### src/hdl/window_limit_safety_monitor_macros.svh
// ----------------------------------------------------------------------------
// Window limit safety monitor: assertion macros
// Shared concurrent assertion forms, clocked on clk and disabled in reset.
// ----------------------------------------------------------------------------
`ifndef WINDOW_LIMIT_SAFETY_MONITOR_MACROS_SVH
`define WINDOW_LIMIT_SAFETY_MONITOR_MACROS_SVH

// Same-cycle implication.
`define WLSM_ASSERT_IMP(label, ante, cons, msg) \
	label: assert property (@(posedge clk) disable iff (!arst_n) (ante) |-> (cons)) \
		else $error(msg);

// Next-cycle implication.
`define WLSM_ASSERT_NEXT(label, ante, cons, msg) \
	label: assert property (@(posedge clk) disable iff (!arst_n) (ante) |=> (cons)) \
		else $error(msg);

`endif

### src/hdl/wlsm_pkg.sv
// ----------------------------------------------------------------------------
// Window limit safety monitor package
// Item types, limit and state records, operation, level and reason codes.
// ----------------------------------------------------------------------------
package wlsm_pkg;

	localparam int unsigned FAULT_LIMIT = 3;

	localparam int unsigned CFG_IDX_W  = 3;
	localparam int unsigned CFG_DATA_W = 16;

	// operation codes
	localparam logic [1:0] OP_CHECK = 2'd0;
	localparam logic [1:0] OP_ACK   = 2'd1;
	localparam logic [1:0] OP_CLEAR = 2'd2;

	// safety levels
	localparam logic [1:0] LVL_NORMAL = 2'd0;
	localparam logic [1:0] LVL_WARN   = 2'd1;
	localparam logic [1:0] LVL_ALARM  = 2'd2;
	localparam logic [1:0] LVL_ESTOP  = 2'd3;

	// reason codes
	localparam logic [3:0] RSN_NONE      = 4'd0;
	localparam logic [3:0] RSN_PH_LOW    = 4'd1;
	localparam logic [3:0] RSN_PH_HIGH   = 4'd2;
	localparam logic [3:0] RSN_PH_WARN   = 4'd3;
	localparam logic [3:0] RSN_TDS_LOW   = 4'd4;
	localparam logic [3:0] RSN_TDS_HIGH  = 4'd5;
	localparam logic [3:0] RSN_TEMP      = 4'd6;
	localparam logic [3:0] RSN_LVL_LOW   = 4'd7;
	localparam logic [3:0] RSN_LVL_HIGH  = 4'd8;

	// register indexes
	localparam logic [CFG_IDX_W-1:0] REG_PH_LOW    = 3'd0;
	localparam logic [CFG_IDX_W-1:0] REG_PH_HIGH   = 3'd1;
	localparam logic [CFG_IDX_W-1:0] REG_TDS_LOW   = 3'd2;
	localparam logic [CFG_IDX_W-1:0] REG_TDS_HIGH  = 3'd3;
	localparam logic [CFG_IDX_W-1:0] REG_TEMP_LOW  = 3'd4;
	localparam logic [CFG_IDX_W-1:0] REG_TEMP_HIGH = 3'd5;
	localparam logic [CFG_IDX_W-1:0] REG_LVL_LOW   = 3'd6;
	localparam logic [CFG_IDX_W-1:0] REG_LVL_HIGH  = 3'd7;

	// pH warning band, 0.50 pH in hundredths
	localparam logic [11:0] PH_WARN_MARGIN = 12'd50;

	localparam logic [7:0] FAULT_LIMIT_C = 8'(FAULT_LIMIT);

	typedef struct packed {
		logic [1:0]         operation;
		logic [10:0]        ph_reading;
		logic [15:0]        tds_reading;
		logic signed [11:0] temp_reading;
		logic [9:0]         level_reading;
	} chk_item_t;

	typedef struct packed {
		logic [1:0] safety_level;
		logic [3:0] reason_code;
		logic [7:0] alarm_run;
	} res_item_t;

	typedef struct packed {
		logic [10:0]        ph_low;
		logic [10:0]        ph_high;
		logic [15:0]        tds_low;
		logic [15:0]        tds_high;
		logic signed [11:0] temp_low;
		logic signed [11:0] temp_high;
		logic [9:0]         lvl_low;
		logic [9:0]         lvl_high;
	} limits_t;

	typedef struct packed {
		logic [1:0] level;
		logic [3:0] reason;
		logic [7:0] count;
	} mon_state_t;

endpackage

### src/hdl/wlsm_eval.sv
// ----------------------------------------------------------------------------
// Window limit safety monitor: item evaluation
// Window compares, reason priority, alarm run update and acknowledge and clear handling for one item.
// ----------------------------------------------------------------------------
module wlsm_eval (
	input  wlsm_pkg::chk_item_t  item,
	input  wlsm_pkg::limits_t    lim,
	input  wlsm_pkg::mon_state_t cur,
	output wlsm_pkg::mon_state_t nxt
);
	import wlsm_pkg::*;

	logic [11:0] ph_ext;
	logic [11:0] phl_ext;
	logic [11:0] phh_ext;
	logic [1:0]  chk_level;
	logic [3:0]  chk_reason;

	assign ph_ext  = {1'b0, item.ph_reading};
	assign phl_ext = {1'b0, lim.ph_low};
	assign phh_ext = {1'b0, lim.ph_high};

	// findings in check order; later ones override
	always_comb begin
		chk_level  = LVL_NORMAL;
		chk_reason = RSN_NONE;
		if (item.ph_reading < lim.ph_low) begin
			chk_level  = LVL_ALARM;
			chk_reason = RSN_PH_LOW;
		end else if (item.ph_reading > lim.ph_high) begin
			chk_level  = LVL_ALARM;
			chk_reason = RSN_PH_HIGH;
		end else if ((ph_ext < phl_ext + PH_WARN_MARGIN) ||
				(ph_ext + PH_WARN_MARGIN > phh_ext)) begin
			chk_level  = LVL_WARN;
			chk_reason = RSN_PH_WARN;
		end
		if (item.tds_reading < lim.tds_low) begin
			chk_level  = LVL_ALARM;
			chk_reason = RSN_TDS_LOW;
		end else if (item.tds_reading > lim.tds_high) begin
			chk_level  = LVL_ALARM;
			chk_reason = RSN_TDS_HIGH;
		end
		if (($signed(item.temp_reading) < $signed(lim.temp_low)) ||
				($signed(item.temp_reading) > $signed(lim.temp_high))) begin
			chk_level  = LVL_ALARM;
			chk_reason = RSN_TEMP;
		end
		if (item.level_reading < lim.lvl_low) begin
			chk_level  = LVL_ALARM;
			chk_reason = RSN_LVL_LOW;
		end else if (item.level_reading > lim.lvl_high) begin
			// level-high only when nothing else was found
			if (chk_level == LVL_NORMAL) begin
				chk_level  = LVL_WARN;
				chk_reason = RSN_LVL_HIGH;
			end
		end
	end

	always_comb begin
		nxt = cur;
		case (item.operation)
			OP_CHECK: begin
				nxt.reason = chk_reason;
				if (chk_level == LVL_ALARM) begin
					if (cur.count < FAULT_LIMIT_C) begin
						nxt.count = cur.count + 8'd1;
					end
					nxt.level = (nxt.count >= FAULT_LIMIT_C) ? LVL_ESTOP : LVL_ALARM;
				end else begin
					nxt.count = '0;
					nxt.level = chk_level;
				end
			end
			OP_ACK: begin
				if (cur.level == LVL_ALARM) begin
					nxt.level = LVL_WARN;
				end
				nxt.count = '0;
			end
			OP_CLEAR: begin
				nxt.level  = LVL_NORMAL;
				nxt.reason = RSN_NONE;
				nxt.count  = '0;
			end
			default: begin
				nxt = cur;
			end
		endcase
	end

endmodule

### src/hdl/window_limit_safety_monitor.sv
// ----------------------------------------------------------------------------
// Window limit safety monitor
// Grades sensor check items against configured window limits, tracks
// alarm runs and handles acknowledge and clear operations.
// ----------------------------------------------------------------------------
//  channel | signals                          | direction | payload
//  chk     | chk_valid, chk_stall, chk_data   | in        | chk_item_t
//  res     | res_valid, res_stall, res_data   | out       | res_item_t
//  cfg     | cfg_valid, cfg_ready, cfg_index  | in        | cfg_data, 16 bit
//
// One item per cycle sustained while res is not stalled; after the chk transfer
// the item passes the input register, then evaluation into the result register.
// Monitor state updates as an item moves from input to result register.
// A stall on res holds the result register and a full input register;
// chk_stall rises only when the input register is full and cannot move.
// cfg_ready is always high.
// Reset loads the default limits and clears level, reason and alarm run.
// ----------------------------------------------------------------------------
`include "window_limit_safety_monitor_macros.svh"

module window_limit_safety_monitor (
	input  logic                                   clk,
	input  logic                                   arst_n,
	input  logic                                   chk_valid,
	output logic                                   chk_stall,
	input  wlsm_pkg::chk_item_t                    chk_data,
	output logic                                   res_valid,
	input  logic                                   res_stall,
	output wlsm_pkg::res_item_t                    res_data,
	input  logic                                   cfg_valid,
	output logic                                   cfg_ready,
	input  logic [wlsm_pkg::CFG_IDX_W-1:0]         cfg_index,
	input  logic [wlsm_pkg::CFG_DATA_W-1:0]        cfg_data
);
	import wlsm_pkg::*;

	chk_item_t  item_s1;
	logic       valid_s1;
	logic       res_valid_q;
	res_item_t  res_q;
	limits_t    lim_q;
	mon_state_t state_q;
	mon_state_t state_nxt;
	logic       advance;

	assign cfg_ready = 1'b1;

	assign advance   = !res_valid_q || !res_stall;
	assign chk_stall = valid_s1 && !advance;
	assign res_valid = res_valid_q;
	assign res_data  = res_q;

	wlsm_eval u_eval (
		.item (item_s1),
		.lim  (lim_q),
		.cur  (state_q),
		.nxt  (state_nxt)
	);

	always_ff @(posedge clk or negedge arst_n) begin
		if (!arst_n) begin
			lim_q.ph_low    <= 11'd500;
			lim_q.ph_high   <= 11'd750;
			lim_q.tds_low   <= 16'd200;
			lim_q.tds_high  <= 16'd2000;
			lim_q.temp_low  <= 12'sd150;
			lim_q.temp_high <= 12'sd300;
			lim_q.lvl_low   <= 10'd200;
			lim_q.lvl_high  <= 10'd950;
		end else if (cfg_valid && cfg_ready) begin
			case (cfg_index)
				REG_PH_LOW:    lim_q.ph_low    <= cfg_data[10:0];
				REG_PH_HIGH:   lim_q.ph_high   <= cfg_data[10:0];
				REG_TDS_LOW:   lim_q.tds_low   <= cfg_data;
				REG_TDS_HIGH:  lim_q.tds_high  <= cfg_data;
				REG_TEMP_LOW:  lim_q.temp_low  <= $signed(cfg_data[11:0]);
				REG_TEMP_HIGH: lim_q.temp_high <= $signed(cfg_data[11:0]);
				REG_LVL_LOW:   lim_q.lvl_low   <= cfg_data[9:0];
				REG_LVL_HIGH:  lim_q.lvl_high  <= cfg_data[9:0];
				default: begin
				end
			endcase
		end
	end

	// input stage; an empty stage loads even while the result is held
	always_ff @(posedge clk or negedge arst_n) begin
		if (!arst_n) begin
			valid_s1 <= 1'b0;
		end else if (!chk_stall) begin
			valid_s1 <= chk_valid;
		end
	end

	always_ff @(posedge clk) begin
		if (chk_valid && !chk_stall) begin
			item_s1 <= chk_data;
		end
	end

	// monitor state and result register
	always_ff @(posedge clk or negedge arst_n) begin
		if (!arst_n) begin
			state_q     <= '0;
			res_valid_q <= 1'b0;
		end else if (advance) begin
			res_valid_q <= valid_s1;
			if (valid_s1) begin
				state_q <= state_nxt;
			end
		end
	end

	always_ff @(posedge clk) begin
		if (advance && valid_s1) begin
			res_q.safety_level <= state_nxt.level;
			res_q.reason_code  <= state_nxt.reason;
			res_q.alarm_run    <= state_nxt.count;
		end
	end

	`WLSM_ASSERT_IMP(a_run_bounded, 1'b1, state_q.count <= FAULT_LIMIT_C, "alarm run above limit")
	`WLSM_ASSERT_IMP(a_run_needs_alarm, state_q.count != 8'd0, state_q.level == LVL_ALARM || state_q.level == LVL_ESTOP, "alarm run without alarm level")
	`WLSM_ASSERT_IMP(a_reason_level, state_q.reason == RSN_NONE, state_q.level == LVL_NORMAL, "level set without reason")
	`WLSM_ASSERT_NEXT(a_stage_moves, valid_s1 && advance, res_valid, "item lost between stages")
	`WLSM_ASSERT_IMP(a_empty_no_stall, !valid_s1, !chk_stall, "stall with empty input stage")

endmodule
### config.mk
export PLATFORM = sky130hd
export DESIGN_NAME = window_limit_safety_monitor
export DESIGN_NICKNAME = d
export VERILOG_FILES = /design/src/hdl/wlsm_pkg.sv /design/src/hdl/wlsm_eval.sv /design/src/hdl/window_limit_safety_monitor.sv
export VERILOG_INCLUDE_DIRS = /design/src /design/src/hdl
export SDC_FILE = /design/constraint.sdc
export NUM_CORES = 1
export LEC_CHECK = 0
export BUFFER_PORTS_ARGS = -buffer_cell sky130_fd_sc_hd__buf_2
export CAP_MARGIN = 20
export CORE_ASPECT_RATIO = 0.5
export CORE_MARGIN = 2
export CORE_UTILIZATION = 65
export CTS_CLUSTER_SIZE = 24
export DETAILED_ROUTE_END_ITERATION = 16
export PLACE_DENSITY = 0.95
export SLEW_MARGIN = 20
export SYNTH_ARGS = -nofsm -noshare
export SYNTH_HDL_FRONTEND = slang
export SYNTH_SLANG_ARGS = --single-unit
### constraint.sdc
create_clock -name clk -period 5.68 [get_ports clk]
set_clock_uncertainty 0.05 [all_clocks]
set_input_delay 1.136 -clock clk [delete_from_list [all_inputs] [get_ports clk]]
set_output_delay 1.136 -clock clk [all_outputs]
set_load 0.02 [all_outputs]
==> Yosys cells after proc, flatten, opt, wreduce, memory -nomap -nowiden <==
Index checks and enable logic that the tools add are counted.
{ "word_totals": {"register_bits": 179, "latchBits": 0, "ramBits": 0, "rom_bits": 0, "inputBits": 75, "output_inout_bits": 17, "word_cells": 98, "mem_count": 0} }
{ "classes": {"addsub": 3, "n_mul": 0, "n_div": 0, "order_cmp": 12, "n_eq_ne": 11, "n_shift": 0, "n_mux": 28, "n_bitwise": 0, "reduce_logical": 23} }
{ "ops": {"columns": ["op", "count"], "rows": [
  ["$mux 4", 8],
  ["$mux 8", 4],
  ["$add 11x6->12 const B", 2],
  ["$mux 2", 11],
  ["$reduce_and 2->1", 9],
  ["$gt 16x16->1", 1],
  ["$lt 16x16->1", 1],
  ["$pmux 8 s2", 1],
  ["$eq 3x3->1 const B", 4],
  ["$gt 12x11->1", 1],
  ["$gt 12x12->1", 1],
  ["$lt 11x12->1", 1],
  ["$lt 12x12->1", 1],
  ["$gt 11x11->1", 1],
  ["$lt 11x11->1", 1],
  ["$gt 10x10->1", 1],
  ["$lt 10x10->1", 1],
  ["$add 8x1->8 const B", 1],
  ["$ge 8x2->1 const B", 1],
  ["$lt 8x2->1 const B", 1],
  ["$pmux 4 s2", 1],
  ["$eq 2x2->1 const B", 3],
  ["$eq 3x2->1 const B", 2],
  ["$pmux 2 s3", 1],
  ["9 further kinds", 18]
]} }

==> Logic depth before layout (Yosys ltp) <==
{ "depth": {"ltp_word": 20, "ltp_mapped": 14, "mapped_depth_nobuf": 14} }

==> By module <==
A second synthesis with hierarchy kept.
{ "unflattened": {"hier_cells": 793, "area_unflattened_um2": 9781.9} }
{ "modules_own_cells": {"columns": ["module", "n_inst", "cells_per_inst", "area_per_inst_um2", "seq_area_each_um2"], "rows": [
  ["window_limit_safety_monitor", 1, 319, 6331.1, 4854.7],
  ["wlsm_eval", 1, 474, 3450.8, 0.0]
]} }

==> Worst setup path before layout <==
No wires, ideal clock.
{ "synth_timing": {"path_kind": "reg2reg", "startpoint": "register lim_q[79] in the netlist's numbering", "endpoint": "register res_q (netlist bit res_data[9]) (data pin)", "arrival_time_ps": 2635, "required_time_ps": 5374, "path_slack_ps": 2738, "path_stages_with_launch": 11, "n_path_buf": 0, "period_less_slack_ps": 2942, "cell_sequence": "dfstp_2 > inv_1 > ha_1 > a21o_1 > a221oi_2 > o21ai_2 > a221oi_4 > o2111ai_4 > or3_4 > o21a_1 > a22o_1"} }
{ "synth_rtl": {"columns": ["element", "line_no", "text"], "rows": [
  ["start, declared", "window_limit_safety_monitor.sv:41", "limits_t lim_q;"],
  ["end, declared", "window_limit_safety_monitor.sv:40", "res_item_t res_q;"]
]} }

==> impl_metrics.py <==
metrics = {
    "timing": {
        "whs_ps": 446,
        "fin_crit_sh_pct": 63.2,
        "fmax_mhz": 279,
        "setup_violations": 0,
        "tightest_slew_ps": 921,
        "post-route-min-period_ps": 3590,
        "rsz0062_at_grt": "no",
        "slew_headroom_pct": 38.0,
        "drv_slew": 0,
        "finalSetupTns_ps": 0,
        "hold_violations": 0,
    },
    "floorplanning": {
        "pin_count": 92,
        "die_h_um": 90.4,
        "core-area_mm2": 0.0145,
        "placementRows": 31,
        "die_area_mm2": 0.0160,
        "die_x_um": 177,
        "start_util_pct": 66.8,
    },
    "job": {
        "cap_violations": 0,
    },
    "routing": {
        "drtPass1Iterations": 6,
        "routed_wl_um": 27200,
        "drt-initial-drc-count": 970,
        "route.vias.total": 7813,
        "drc": 0,
        "wl_per_cell_um": 23.2,
        "viasPerCell": 6.68,
        "ant_nets": 0,
    },
    "yosys": {
        "async_flop_share_pct": 63.7,
        "synth_sequential_area_ratio_pct": 50.0,
        "synth_top_area_share_pct": 20.1,
        "synth_compound_area_share_pct": 12.2,
        "synthFlopType": "dfrtp_1",
        "synth_fa_ha_area_share_pct": 15.1,
        "syn_inst": 859,
        "synthesis.area_mm2": 0.00971,
        "synth_xor_area_share_pct": 1.44,
        "ys_types": 70,
        "synth.area.mux_share_pct": 6.25,
        "yosys.area_share.simple_pct": 10.4,
        "avgSynthCellArea_um2": 11.3,
        "yosysWarnings": 0,
        "synthTopCellsByArea": "edfxtp_1 (20%), dfrtp_1 (19%), ha_1 (15%)",
        "synth_top_family_by_area": "adder cells",
        "synth_nets": 1051,
        "synth-edff-count": 65,
        "synth_seq_cells": 179,
        "yosysTopAreaCell": "edfxtp_1",
    },
    "cells_and_area": {
        "stdcell_area_mm2": 0.0110,
        "final_util_pct": 75.6,
        "area_delta_synth_final_pct": 13.3,
        "nNetsFinal": 1150,
        "layout-drive-gt1-share_pct": 24.5,
        "instances_no_fill": 1169,
        "nFillCells": 793,
        "insertedDiodeCount": 0,
    },
    "clock_tree": {
        "cts_root_buf": "clkbuf_16",
        "post_cts_buffers": 0,
        "clock_latency_ps": 460,
        "cts_resized": 0,
        "h-tree-depth": 4,
        "clockBufferDepth": 2,
        "hold_buffers": 0,
        "cts_buffers": 17,
        "cts_tree": "built",
        "clk_pin_slew_ps": 70,
        "cts_sinks": 179,
    },
    "placement": {
        "postPlaceCellArea_mm2": 0.0104,
        "place_hpwl_um": 16900,
        "port_buffers": 90,
        "gp_congestion": 0.921,
        "dpl.cell_count": 1136,
    },
    "global_route": {
        "grt_usage_pct": 35.3,
        "antenna_found_initial": 0,
        "grt_pass1_wl_um": 43000,
        "grt_max_degree": 52,
        "gr-total-overflow": 0,
        "grt_pass1_vias": 8087,
    },
    "status": {
        "outcome": "finished clean",
    },
    "power_and_ir_drop": {
        "powerDensity_mw_per_mm2": 363,
        "vdd_drop_max_mv": 0.250,
        "leakage_nw": 5.01,
    },
    "worst_setup_path": {
        "endpoint_kind": "flip-flop",
        "crit_fanout": 6,
        "start_kind": "flip-flop",
        "cp.arrival_ps": 3760,
        "crit_type": "reg2reg",
        "required_ps": 5850,
    },
    "hold_path": {
        "min_path_type": "reg2reg",
    },
}
## synth_stat cells (all sizes together) (2+ instances only)
library cell  instances
a2111oi               2
a211o                 5
a211oi                4
a21o                 17
a21oi                33
a221oi                2
a22o                  2
a31oi                 3
a32o                  3
a41o                  2
and2                 17
and3                  5
and4                  3
buf                   3
clkbuf               13
dfrtp                74
dfstp                40
edfxtp               65
ha                  117
inv                 102
mux2                 53
nand2                84
nand2b                7
nand3                14
nand4                18
nand4b                4
nor2                 17
nor2b                 9
nor3                  7
nor3b                 3
nor4                  4
o2111ai               3
o211ai               10
o21a                  6
o21ai                65
o221ai                2
o22ai                 2
o31ai                 3
or2                   2
xnor2                11
xor2                  5
## cell type report
cell class | instances | area [µm²] | share of cell area, %
Clock buffer | 17 | 425 | 3.87
Clock inverter | 15 | 146 | 1.33
Inverter | 103 | 387 | 3.51
Multi-Input combinational cell | 561 | 4440 | 40.4
Sequential cell | 179 | 4850 | 44.1
Tap cell | 198 | 248 | 2.25
Timing Repair Buffer | 96 | 502 | 4.56
## through the flow
stage | setup slack (ps) | power (mW)
after floorplan | 2740 | 2.39
final | 2090 | 3.99
after global routing | 1880 | 4.15
after CTS | 2180 | 3.94
after global placement | 2520 | 2.62
after detailed placement | 2380 | 2.72
## sequential cells by signal, indices dropped and copies added (netlist names)
name	cells
lim_q	98
valid_s1	1
res_data	14
item_s1	51
res_valid	1
state_q	14
## path summary, 6_finish.rpt
check | slack [ps] | start | depth (start not counted) | to
min in group asynchronous | 550 | arst_n | 1 | lim_q[31]
min reg2reg | 450 | state_q[10] | 2 | state_q[10]
max in group asynchronous | 4040 | arst_n | 2 | state_q[11]
max | 2090 | item_s1[39] | 12 | res_data[12]
max reg2reg | 2090 | item_s1[39] | 12 | res_data[12]
min | 450 | state_q[10] | 2 | state_q[10]
## layer usage
| layer | track usage [%] | vias to the layer above | part of all wire, % |
|---|---|---|---|
| met3 | 10.8 | 227 | 11 |
| li1 | - | 3262 | - |
| met5 | 0 | - | 0 |
| met4 | 22.0 | 0 | 7.6 |
| met1 | 42.2 | 3750 | 36 |
| met2 | 56.2 | 574 | 45 |
## kinds of logic (layout without fill, tap and decap cells)
logic type,after synthesis,after routing
multiplexers,54,54
AO/OA/AOI/OAI,174,174
other,1,1
buffers and inverters,119,231
AND/OR/NAND/NOR,199,199
adder cells (fa/ha/maj),117,117
XOR/XNOR,16,16
flip-flops,179,179
## power breakdown
part / switching, mW / total (mW) / internal (mW)
clock: 0.585 / 1.17 / 0.580
combinational: 0.661 / 1.11 / 0.449
sequential: 0.131 / 1.72 / 1.59
total: 1.38 / 3.99 / 2.62
## cells in the final DEF, fill, tap and decap left out, types with 3 or more instances in the layout
master | synthesis | routed
a21o_1 | 16 | 16
dfstp_2 | 40 | 40
buf_4 | 1 | 6
nor2_1 | 17 | 17
nor4_1 | 4 | 4
a211oi_1 | 3 | 3
and2_1 | 17 | 16
xor2_1 | 5 | 5
nor2b_1 | 9 | 9
nand4b_1 | 4 | 4
inv_1 | 102 | 102
buf_2 | 1 | 89
nand4_1 | 18 | 18
a21oi_1 | 33 | 33
a211o_1 | 5 | 5
nand2_1 | 84 | 84
clkbuf_16 | 0 | 17
xnor2_1 | 11 | 11
a31oi_1 | 3 | 3
and4_1 | 3 | 3
edfxtp_1 | 65 | 65
o21ai_0 | 63 | 63
nand2b_1 | 7 | 7
nand3_1 | 14 | 14
and3_1 | 4 | 4
mux2_2 | 52 | 52
nor3_1 | 7 | 5
o211ai_1 | 10 | 10
inv_8 | 0 | 4
dfrtp_1 | 74 | 74
o21a_1 | 6 | 6
ha_1 | 117 | 117
a32o_1 | 3 | 3
clkinvlp_4 | 0 | 4
## critical path, cell delays in order (launching register included)
cell and delay, ps:
edfxtp_1 500, ha_1 290, a21oi_1 170, xor2_1 180, ha_1 270, a211o_1 270, o211ai_1 110, nand4b_1 130
o21ai_0 360, o211ai_1 190, nor4_1 490, nor3_1 150, a21o_1 180
No activity file was read; power rests on OpenSTA's default activity.
